===== src/sv/hctr_pkg.sv =====
// Package for the chained hash table with replacement.
// Holds the sequencer state type, status and function codes, and fixed field widths.
// No dependencies.
package hctr_pkg;

	localparam int KEY_W  = 31;
	localparam int SLOT_W = 5;
	localparam int LINK_W = 6;
	localparam int CFG_W  = 6;
	localparam int IDX_W  = 5;

	localparam logic [CFG_W-1:0]  TABLE_SIZE_RST = 6'd32;
	localparam logic [LINK_W-1:0] LINK_NONE      = 6'h3F;

	localparam logic FUNC_INSERT = 1'b0;
	localparam logic FUNC_READ   = 1'b1;

	localparam logic [1:0] STATUS_INSERTED = 2'd0;
	localparam logic [1:0] STATUS_FULL     = 2'd1;
	localparam logic [1:0] STATUS_READ     = 2'd2;

	typedef enum logic [4:0] {
		ST_CLEAR,
		ST_IDLE,
		ST_READ_REQ,
		ST_READ_DATA,
		ST_HASH_KEY,
		ST_HOME_REQ,
		ST_HOME_CHK,
		ST_PROBE_REQ,
		ST_PROBE_CHK,
		ST_HASH_OLD,
		ST_TAIL_REQ,
		ST_TAIL_CHK,
		ST_PRED_REQ,
		ST_PRED_CHK,
		ST_PLACE,
		ST_LINK_REQ,
		ST_LINK_WR,
		ST_HOME_WR,
		ST_RESP
	} state_t;

endpackage


===== src/sv/hctr_mod.sv =====
// Bit-serial remainder unit: key modulo the active table size.
// Restoring division, one dividend bit per cycle. Uses hctr_pkg.
module hctr_mod import hctr_pkg::*; #(
	parameter int DW = 6
) (
	input  logic             clk,
	input  logic             arst_n,
	input  logic             start,
	input  logic [KEY_W-1:0] dividend,
	input  logic [DW-1:0]    divisor,
	output logic             done,
	output logic [DW-1:0]    remainder
);

	localparam int CNT_W = $clog2(KEY_W + 1);

	logic             busy_q;
	logic             done_q;
	logic [CNT_W-1:0] cnt_q;
	logic [KEY_W-1:0] dvd_q;
	logic [DW-1:0]    rem_q;
	logic [DW-1:0]    div_q;

	logic [DW:0]   trial;
	logic [DW:0]   diff;
	logic [DW-1:0] rem_nx;

	// remainder stays below the divisor, so the shifted trial fits DW+1 bits
	assign trial  = {rem_q, dvd_q[KEY_W-1]};
	assign diff   = trial - {1'b0, div_q};
	assign rem_nx = (trial >= {1'b0, div_q}) ? diff[DW-1:0] : trial[DW-1:0];

	always_ff @(posedge clk or negedge arst_n) begin
		if (!arst_n) begin
			busy_q <= 1'b0;
			done_q <= 1'b0;
			cnt_q  <= '0;
		end else begin
			done_q <= 1'b0;
			if (start) begin
				busy_q <= 1'b1;
				cnt_q  <= CNT_W'(KEY_W);
			end else if (busy_q) begin
				cnt_q <= cnt_q - 1'b1;
				if (cnt_q == CNT_W'(1)) begin
					busy_q <= 1'b0;
					done_q <= 1'b1;
				end
			end
		end
	end

	always_ff @(posedge clk) begin
		if (start) begin
			dvd_q <= dividend;
			rem_q <= '0;
			div_q <= divisor;
		end else if (busy_q) begin
			dvd_q <= {dvd_q[KEY_W-2:0], 1'b0};
			rem_q <= rem_nx;
		end
	end

	assign done      = done_q;
	assign remainder = rem_q;

endmodule


===== src/sv/hash_table_chain_with_replacement.sv =====
// Chained hash table with replacement (coalesced hashing), top level.
// Depends on hctr_pkg and the remainder unit hctr_mod.
//
// Each input transaction is either an insert (func 0) or a slot read (func 1) and
// yields exactly one result transaction. The home slot of a key is key modulo the
// active table size (table_size clamped to 1..SLOTS); it is computed by a bit-serial
// remainder unit, shared with the second remainder needed when a resident key from
// another home must be displaced. All slot state lives in one single-port-style
// array (one write, one registered read per cycle) walked by a small sequencer, so
// every probe or chain step takes a request state and a check state. A read passes
// through a request, a data and a response state. An insert into a free home slot
// needs the remainder, a home read and the response; a collision adds probing of
// slots, the second remainder, chain steps (predecessor search plus tail walk, each
// bounded by SLOTS steps) and the writes. The block takes no new transaction while
// one is in progress, but accepts the next while a finished result still waits in
// the output register. After reset a clearing pass writes every slot empty before
// the first transaction is accepted; the table_size register can be written during
// that pass. Duplicates are not detected.
module hash_table_chain_with_replacement import hctr_pkg::*; #(
	parameter int SLOTS = 32
) (
	input  logic                     clk,
	input  logic                     arst_n,
	// configuration
	input  logic                     cfg_wr_en,
	input  logic [CFG_W-1:0]         cfg_wr_data,
	// request channel
	input  logic                     in_valid,
	output logic                     in_stall,
	input  logic                     func,
	input  logic [KEY_W-1:0]         key,
	input  logic [IDX_W-1:0]         slot_index,
	// result channel
	output logic                     out_valid,
	input  logic                     out_stall,
	output logic [1:0]               status,
	output logic [SLOT_W-1:0]        slot,
	output logic [KEY_W-1:0]         slot_key,
	output logic                     occupied,
	output logic signed [LINK_W-1:0] next_link
);

	localparam int AW = $clog2(SLOTS);   // slot address width
	localparam int NW = AW + 1;          // counts up to SLOTS

	// one table entry; a missing successor is has_link = 0
	typedef struct packed {
		logic             used;
		logic             has_link;
		logic [AW-1:0]    link;
		logic [KEY_W-1:0] key;
	} entry_t;

	state_t state_q, state_d;

	logic [CFG_W-1:0] table_size_q;
	logic [AW-1:0]    clr_addr_q;
	logic             out_valid_q;

	// table storage
	entry_t mem [SLOTS];
	entry_t rd_data_q;
	logic   mem_rd_en;
	logic [AW-1:0] mem_rd_addr;
	logic   mem_wr_en;
	logic [AW-1:0] mem_wr_addr;
	entry_t mem_wr_data;

	// per-transaction working registers
	logic [KEY_W-1:0] key_q;
	logic [AW-1:0]    rd_slot_q;
	logic [AW-1:0]    home_q;      // home of the new key
	logic [AW-1:0]    j_q;         // probe position / free slot
	logic [NW-1:0]    cnt_q;       // probe count
	logic [AW-1:0]    cur_q;       // chain walk position
	logic [NW-1:0]    steps_q;     // chain walk step count
	logic [AW-1:0]    hh_q;        // home of the resident key
	logic [KEY_W-1:0] hkey_q;      // resident key of the home slot
	logic             hlink_has_q;
	logic [AW-1:0]    hlink_q;
	logic [AW-1:0]    tail_q;
	logic             displace_q;  // resident key belongs elsewhere
	logic             fixup_q;     // predecessor not found: tail at home maps to its own home

	// staged result, then output register
	logic [1:0]        res_status_q;
	logic [SLOT_W-1:0] res_slot_q;
	logic [KEY_W-1:0]  res_key_q;
	logic              res_occ_q;
	logic [LINK_W-1:0] res_link_q;

	logic [1:0]        out_status_q;
	logic [SLOT_W-1:0] out_slot_q;
	logic [KEY_W-1:0]  out_key_q;
	logic              out_occ_q;
	logic [LINK_W-1:0] out_link_q;

	// remainder unit
	logic             mod_start;
	logic [KEY_W-1:0] mod_dividend;
	logic             mod_done;
	logic [NW-1:0]    mod_rem;

	// shared combinational helpers
	logic [31:0]   ts_ext;
	logic [NW-1:0] act_n;
	logic          in_acc;
	logic          out_free;
	logic [AW-1:0] inc_base;
	logic [NW-1:0] inc_sum;
	logic [AW-1:0] j_inc;
	logic [NW-1:0] cnt_inc;
	logic [NW-1:0] steps_inc;
	logic          steps_last;
	logic          probe_full;
	logic          pred_hit;
	logic [AW-1:0] tail_raw;
	logic [AW-1:0] tail_fix;

	// active size: zero counts as one, above SLOTS clamps to SLOTS
	assign ts_ext = {{(32-CFG_W){1'b0}}, table_size_q};
	always_comb begin
		if (ts_ext == 32'd0) begin
			act_n = NW'(1);
		end else if (ts_ext > 32'(SLOTS)) begin
			act_n = NW'(SLOTS);
		end else begin
			act_n = NW'(ts_ext);
		end
	end

	assign in_acc   = in_valid && !in_stall;
	assign out_free = !out_valid_q || !out_stall;

	// linear probe step, wrapping inside the active size
	assign inc_base  = (state_q == ST_HOME_CHK) ? home_q : j_q;
	assign inc_sum   = {1'b0, inc_base} + NW'(1);
	assign j_inc     = (inc_sum == act_n) ? '0 : inc_sum[AW-1:0];
	assign cnt_inc   = cnt_q + NW'(1);
	assign probe_full = (cnt_inc == act_n);

	assign steps_inc  = steps_q + NW'(1);
	assign steps_last = (steps_inc == NW'(SLOTS));

	assign pred_hit = rd_data_q.has_link && (rd_data_q.link == home_q);
	assign tail_raw = rd_data_q.has_link ? rd_data_q.link : cur_q;
	assign tail_fix = (fixup_q && (tail_raw == home_q)) ? hh_q : tail_raw;

	hctr_mod #(
		.DW (NW)
	) u_mod (
		.clk       (clk),
		.arst_n    (arst_n),
		.start     (mod_start),
		.dividend  (mod_dividend),
		.divisor   (act_n),
		.done      (mod_done),
		.remainder (mod_rem)
	);

	// next state
	always_comb begin
		state_d = state_q;
		case (state_q)
			ST_CLEAR: begin
				if (clr_addr_q == AW'(SLOTS - 1)) state_d = ST_IDLE;
			end
			ST_IDLE: begin
				if (in_acc) state_d = (func == FUNC_READ) ? ST_READ_REQ : ST_HASH_KEY;
			end
			ST_READ_REQ:  state_d = ST_READ_DATA;
			ST_READ_DATA: state_d = ST_RESP;
			ST_HASH_KEY: begin
				if (mod_done) state_d = ST_HOME_REQ;
			end
			ST_HOME_REQ: state_d = ST_HOME_CHK;
			ST_HOME_CHK: begin
				if (!rd_data_q.used) begin
					state_d = ST_RESP;
				end else if (act_n == NW'(1)) begin
					state_d = ST_RESP;
				end else begin
					state_d = ST_PROBE_REQ;
				end
			end
			ST_PROBE_REQ: state_d = ST_PROBE_CHK;
			ST_PROBE_CHK: begin
				if (!rd_data_q.used) begin
					state_d = ST_HASH_OLD;
				end else if (probe_full) begin
					state_d = ST_RESP;
				end else begin
					state_d = ST_PROBE_REQ;
				end
			end
			ST_HASH_OLD: begin
				if (mod_done) state_d = (mod_rem[AW-1:0] == home_q) ? ST_TAIL_REQ : ST_PRED_REQ;
			end
			ST_TAIL_REQ: state_d = ST_TAIL_CHK;
			ST_TAIL_CHK: begin
				if (!rd_data_q.has_link || steps_last) begin
					state_d = ST_PLACE;
				end else begin
					state_d = ST_TAIL_REQ;
				end
			end
			ST_PRED_REQ: state_d = ST_PRED_CHK;
			ST_PRED_CHK: begin
				if (pred_hit || !rd_data_q.has_link || steps_last) begin
					state_d = ST_TAIL_REQ;
				end else begin
					state_d = ST_PRED_REQ;
				end
			end
			ST_PLACE:    state_d = ST_LINK_REQ;
			ST_LINK_REQ: state_d = ST_LINK_WR;
			ST_LINK_WR:  state_d = displace_q ? ST_HOME_WR : ST_RESP;
			ST_HOME_WR:  state_d = ST_RESP;
			ST_RESP: begin
				if (out_free) state_d = ST_IDLE;
			end
			default: state_d = ST_IDLE;
		endcase
	end

	// memory and remainder unit control
	always_comb begin
		mem_rd_en    = 1'b0;
		mem_rd_addr  = cur_q;
		mem_wr_en    = 1'b0;
		mem_wr_addr  = home_q;
		mem_wr_data  = rd_data_q;
		mod_start    = 1'b0;
		mod_dividend = hkey_q;
		case (state_q)
			ST_CLEAR: begin
				mem_wr_en   = 1'b1;
				mem_wr_addr = clr_addr_q;
				mem_wr_data = '0;
			end
			ST_IDLE: begin
				mod_start    = in_acc && (func == FUNC_INSERT);
				mod_dividend = key;
			end
			ST_READ_REQ: begin
				mem_rd_en   = 1'b1;
				mem_rd_addr = rd_slot_q;
			end
			ST_HOME_REQ: begin
				mem_rd_en   = 1'b1;
				mem_rd_addr = home_q;
			end
			ST_HOME_CHK: begin
				mem_wr_en   = !rd_data_q.used;
				mem_wr_addr = home_q;
				mem_wr_data = '{used: 1'b1, has_link: 1'b0, link: '0, key: key_q};
			end
			ST_PROBE_REQ: begin
				mem_rd_en   = 1'b1;
				mem_rd_addr = j_q;
			end
			ST_PROBE_CHK: begin
				mod_start = !rd_data_q.used;
			end
			ST_TAIL_REQ, ST_PRED_REQ: begin
				mem_rd_en   = 1'b1;
				mem_rd_addr = cur_q;
			end
			ST_PRED_CHK: begin
				// unlink the displaced key: predecessor inherits its successor
				mem_wr_en            = pred_hit;
				mem_wr_addr          = cur_q;
				mem_wr_data          = rd_data_q;
				mem_wr_data.has_link = hlink_has_q;
				mem_wr_data.link     = hlink_q;
			end
			ST_PLACE: begin
				mem_wr_en   = 1'b1;
				mem_wr_addr = j_q;
				mem_wr_data = '{used: 1'b1, has_link: 1'b0, link: '0,
					key: (displace_q ? hkey_q : key_q)};
			end
			ST_LINK_REQ: begin
				mem_rd_en   = 1'b1;
				mem_rd_addr = tail_q;
			end
			ST_LINK_WR: begin
				mem_wr_en            = 1'b1;
				mem_wr_addr          = tail_q;
				mem_wr_data          = rd_data_q;
				mem_wr_data.has_link = 1'b1;
				mem_wr_data.link     = j_q;
			end
			ST_HOME_WR: begin
				mem_wr_en   = 1'b1;
				mem_wr_addr = home_q;
				mem_wr_data = '{used: 1'b1, has_link: 1'b0, link: '0, key: key_q};
			end
			default: begin
			end
		endcase
	end

	always_ff @(posedge clk) begin
		if (mem_wr_en) mem[mem_wr_addr] <= mem_wr_data;
		if (mem_rd_en) rd_data_q <= mem[mem_rd_addr];
	end

	// control registers
	always_ff @(posedge clk or negedge arst_n) begin
		if (!arst_n) begin
			state_q      <= ST_CLEAR;
			clr_addr_q   <= '0;
			out_valid_q  <= 1'b0;
			table_size_q <= TABLE_SIZE_RST;
		end else begin
			state_q <= state_d;
			if (state_q == ST_CLEAR) clr_addr_q <= clr_addr_q + 1'b1;
			if (cfg_wr_en) table_size_q <= cfg_wr_data;
			if ((state_q == ST_RESP) && out_free) begin
				out_valid_q <= 1'b1;
			end else if (out_valid_q && !out_stall) begin
				out_valid_q <= 1'b0;
			end
		end
	end

	// datapath registers
	always_ff @(posedge clk) begin
		case (state_q)
			ST_IDLE: begin
				if (in_acc) begin
					key_q      <= key;
					rd_slot_q  <= AW'(32'(slot_index) % SLOTS);
					res_key_q  <= '0;
					res_occ_q  <= 1'b0;
					res_link_q <= LINK_NONE;
				end
			end
			ST_READ_DATA: begin
				res_status_q <= STATUS_READ;
				res_slot_q   <= SLOT_W'(32'(rd_slot_q));
				res_key_q    <= rd_data_q.used ? rd_data_q.key : '0;
				res_occ_q    <= rd_data_q.used;
				res_link_q   <= rd_data_q.has_link ? LINK_W'(32'(rd_data_q.link)) : LINK_NONE;
			end
			ST_HASH_KEY: begin
				if (mod_done) home_q <= mod_rem[AW-1:0];
			end
			ST_HOME_CHK: begin
				hkey_q      <= rd_data_q.key;
				hlink_has_q <= rd_data_q.has_link;
				hlink_q     <= rd_data_q.link;
				j_q         <= j_inc;
				cnt_q       <= NW'(1);
				if (!rd_data_q.used) begin
					res_status_q <= STATUS_INSERTED;
					res_slot_q   <= SLOT_W'(32'(home_q));
				end else begin
					res_status_q <= STATUS_FULL;
					res_slot_q   <= '0;
				end
			end
			ST_PROBE_CHK: begin
				if (rd_data_q.used) begin
					j_q   <= j_inc;
					cnt_q <= cnt_inc;
					res_status_q <= STATUS_FULL;
					res_slot_q   <= '0;
				end
			end
			ST_HASH_OLD: begin
				if (mod_done) begin
					hh_q       <= mod_rem[AW-1:0];
					displace_q <= (mod_rem[AW-1:0] != home_q);
					cur_q      <= (mod_rem[AW-1:0] == home_q) ? home_q : mod_rem[AW-1:0];
					steps_q    <= '0;
					fixup_q    <= 1'b0;
				end
			end
			ST_TAIL_CHK: begin
				if (!rd_data_q.has_link || steps_last) begin
					tail_q <= tail_fix;
				end else begin
					cur_q   <= rd_data_q.link;
					steps_q <= steps_inc;
				end
			end
			ST_PRED_CHK: begin
				if (pred_hit) begin
					steps_q <= '0;
				end else if (!rd_data_q.has_link || steps_last) begin
					// no predecessor: walk the resident key's own chain from its home
					cur_q   <= hh_q;
					steps_q <= '0;
					fixup_q <= 1'b1;
				end else begin
					cur_q   <= rd_data_q.link;
					steps_q <= steps_inc;
				end
			end
			ST_LINK_WR: begin
				res_status_q <= STATUS_INSERTED;
				res_slot_q   <= SLOT_W'(32'(j_q));
			end
			ST_HOME_WR: begin
				res_status_q <= STATUS_INSERTED;
				res_slot_q   <= SLOT_W'(32'(home_q));
			end
			ST_RESP: begin
				if (out_free) begin
					out_status_q <= res_status_q;
					out_slot_q   <= res_slot_q;
					out_key_q    <= res_key_q;
					out_occ_q    <= res_occ_q;
					out_link_q   <= res_link_q;
				end
			end
			default: begin
			end
		endcase
	end

	assign in_stall  = (state_q != ST_IDLE);
	assign out_valid = out_valid_q;
	assign status    = out_status_q;
	assign slot      = out_slot_q;
	assign slot_key  = out_key_q;
	assign occupied  = out_occ_q;
	assign next_link = out_link_q;

endmodule


===== config.mk =====
export PLATFORM = sky130hd
export DESIGN_NAME = hash_table_chain_with_replacement
export DESIGN_NICKNAME = d
export VERILOG_FILES = /design/src/sv/hctr_pkg.sv /design/src/sv/hctr_mod.sv /design/src/sv/hash_table_chain_with_replacement.sv
export SDC_FILE = /design/constraint.sdc
export NUM_CORES = 2
export LEC_CHECK = 0
export BUFFER_PORTS_ARGS = -buffer_cell sky130_fd_sc_hd__buf_2
export CORE_UTILIZATION = 50
export CTS_CLUSTER_DIAMETER = 40
export DETAILED_ROUTE_END_ITERATION = 12
export PLACE_DENSITY_LB_ADDON = 0.2
export REMOVE_ABC_BUFFERS = 1
export SLEW_MARGIN = 15
export SYNTH_ARGS = -nofsm -noshare
export SYNTH_HDL_FRONTEND = slang
export SYNTH_HIERARCHICAL = 1
export SYNTH_SLANG_ARGS = --single-unit

===== constraint.sdc =====
create_clock -name clk -period 12.25 [get_ports clk]
set_clock_uncertainty 0.2 [all_clocks]
set_input_delay 2.45 -clock clk [delete_from_list [all_inputs] [get_ports clk]]
set_output_delay 2.45 -clock clk [all_outputs]
set_load 0.01 [all_outputs]

==> flow_summary.toml <==
[run_status]
status = "completed"

[grt]
grt_first_pass_wirelength_mm = 250
grt_pass1_vias = 35600
grt_max_degree = 153
grt.total_usage_pct = 28.2
antenna_found_initial = 6
grt-ovfl-total = 0

[clock_network]
cts_sinks = 1523
post-cts-setup-buffers = 0
cts_resized = 0
cts_buffers = 179
cts_hold_buf = 0
cts_root_buf = "clkbuf_16"
cts_max_level = 4
clk_path_buf_depth = 3
insertion_delay_ps = 780
clkTransAtPathRegs_ps = 60
cts_tree = "yes"

[drt]
drcViolationCount = 0
drt_pass1_iterations = 6
routedWlPerCell_um = 29.0
ant_nets = 0
vias = 37900
wl_mm = 174
drtIter0Drc = 5157
vias_per_cell = 6.33

[place]
dp.cells = 5657
placed_cell_area_um2 = 63400
place_ws_ps = 6660
place_hpwl_mm = 89.5
gp_congestion = 0.940
port_buffers = 94

[logic_synthesis]
syn-instance-count = 4155
synth_area_leader_cell = "edfxtp_1"
yosysWarnings = 6
ys_types = 86
synth_area_leaders = "edfxtp_1, nand2_1, a21oi_1"
synth_ff_type = "edfxtp_1"
synth_edf_count = 1493
ys_ff_latch = 1523
async_flop_share_pct = 1.58
avgSynthCellArea_um2 = 14.7
synth_top_area_share_pct = 73.3
yosysSeqAreaShare_pct = 74.5
synth_area_um2 = 61200

[worst_setup_path]
rrSetupSlack_ps = 6480
reg2reg_to = "rd_data_q[35]"
r2r_start = "state_q[2]"
critical_path_peak_fanout = 152
path_delay_family = "buffers and inverters"
required_ps = 12570
cpMaxStageDelayCell = "buf_4"
crit_top_cell = "buf_4"
critical_path_class = "flip-flop to flip-flop"
path_buf_inv = 4
worstPathCellList = "nor2_1 -> nand3_1 -> nand4_1 -> buf_4 -> buf_4 -> buf_12 -> nand3_2 -> buf_4 -> o22ai_1 -> a211o_1 -> nand4_1"
worst_setup_path_end_kind = "flip-flop"
crit_path_max_incr_delay_ps = 780
start_kind = "flip-flop"
arrival_ps = 6090
worstRegToRegCells = 11

[min_path]
worstHoldStart = "res_key_q[7]"
hold_end = "slot_key[7]"
hold_path.class = "flip-flop to flip-flop"
whs_path_depth = 0

[pwr]
ir_drop_v = 0.000167
p_leak_nw = 23.3
p_sw_mw = 5.05
clkPwrFrac_pct = 32.4
p_sw_share_pct = 30.8
internal_power_mw = 11.4
sequentialPowerShare_pct = 46.6
p_comb_share_pct = 21.0
p_per_area_nw_per_um2 = 236
total_power_mw = 16.4

[sta]
rsz0062_at_grt = "false"
worst_slew_pin_slew_ps = 1320
hold_violations = 0
max_freq_mhz = 173
slew_violations = 0
worst_slack_ps = 6480
post-route-period-util_pct = 47.1
relSlewSlack_pct = 12.0
period_needed_ps = 5770
finalSetupViolations = 0

[finish]
num-nets-final = 4289
multi_input_area_um2 = 14500
regArea_um2 = 45600
design_area_um2 = 69400
fillerInstances = 9210
syn_to_final_growth_pct = 13.5
drive_gt1_share_pct = 16.1
layoutNonFillerInstCount = 5990
final_core_util_pct = 57.6

[job]
drv_cap = 0

[floorplan]
die_area_um2 = 124000
die_x_um = 352
start_util_pct = 50.7
placementRows = 127
io_pins = 95
coreArea_um2 = 121000
die_h_um = 352
state kept, by name, indices dropped and copies added, names as in the netlist, 6 cells and up:
name and cells:
res_key_q 31, cnt_q 6, u_mod/div_q 6, mem 1216
rd_data_q 38, u_mod/dvd_q 31, res_link_q 6, key_q 31
steps_q 6, next_link 6, slot_key 31, table_size_q 6
hkey_q 31, u_mod/remainder 6
layout make-up:
cell class | count | share of cell area [%]
Antenna cell | 3 | 0.0108
Clock buffer | 203 | 6.73
Clock inverter | 127 | 1.92
Inverter | 65 | 0.351
Multi-Input combinational cell | 2278 | 20.8
Sequential cell | 1523 | 65.6
Tap cell | 1612 | 2.90
Timing Repair Buffer | 179 | 1.63
worst register-to-register path, cell delays in order, from the launching register on:
cell and delay, ps:
dfrtp_1 740, nor2_1 780, nand3_1 230, nand4_1 150
buf_4 710, buf_4 810, buf_12 650, nand3_2 310
buf_4 430, o22ai_1 260, a211o_1 150, nand4_1 100
cells in the mapped netlist (45+ instances only):
cell type  instances
edfxtp_1        1493
nand2_1          680
a21oi_1          328
nand3_1          190
clkbuf_1         177
mux2_2           144
nor2_1            87
a22oi_1           86
buf_2             85
nand4_1           79
inv_1             64
o221ai_1          56
mux2i_1           51
a31oi_1           45
logic make-up after synthesis:
group	after synthesis	synth area share, %
buffers and inverters	354	2.51
AO/OA/AOI/OAI	843	9.81
flip-flops	1523	74.5
multiplexers	195	3.49
AND/OR/NAND/NOR	1178	8.65
XOR/XNOR	47	0.747
adder cells (fa/ha/maj)	15	0.319
worst max-delay path by stage:
stage | startpoint | end | cells after the start
after floorplan | state_q[1] | rd_data_q[0] | 7
after detailed placement | state_q[2] | rd_data_q[29] | 10
after CTS | state_q[2] | rd_data_q[29] | 10
final | state_q[2] | rd_data_q[35] | 11
after global routing | state_q[2] | rd_data_q[5] | 10
after global placement | state_q[2] | rd_data_q[29] | 10
stage by stage:
stage	setup TNS (ps)	hold slack, ps
2_1_floorplan	-156380	200
3_3_place_gp	0	200
3_5_place_dp	0	205
4_1_cts	0	209
5_1_grt	0	220
6_report	0	204
power groups by stage:
stage / Sequential, mW / Clock (mW) / Combinational [mW]
5_1_grt: 7.71 / 5.58 / 3.69
2_1_floorplan: 7.62 / 0 / 2.38
6_report: 7.65 / 5.32 / 3.45
4_1_cts: 7.64 / 5.38 / 3.42
3_5_place_dp: 7.74 / 0 / 3.41
3_3_place_gp: 7.73 / 0 / 3.35
routing by layer:
metal  track usage [%]  vias up  part of all wire [%]
li1                  -    16300                     -
met3              4.91      323                   9.7
met1              41.1    19200                    41
met4              9.95        2                   3.4
met5                 0        -                0.0058
met2              42.7     2080                    46
placed cells by master (no fill, tap or decap), types with 26 or more instances in the layout:
cell type	instances
a211o_1	38
a21oi_1	327
a221oi_1	39
a222oi_1	42
a22oi_1	86
a31oi_1	45
a32oi_1	39
a41oi_1	38
and2_1	43
buf_2	94
buf_4	83
clkbuf_16	184
clkinv_1	35
edfxtp_1	1493
inv_1	62
mux2_2	144
mux2i_1	51
nand2_1	678
nand3_1	184
nand4_1	79
nor2_1	54
nor2_4	33
o221ai_1	56
o22ai_1	42
xnor2_1	26
No activity file was read; power rests on OpenSTA's default activity.
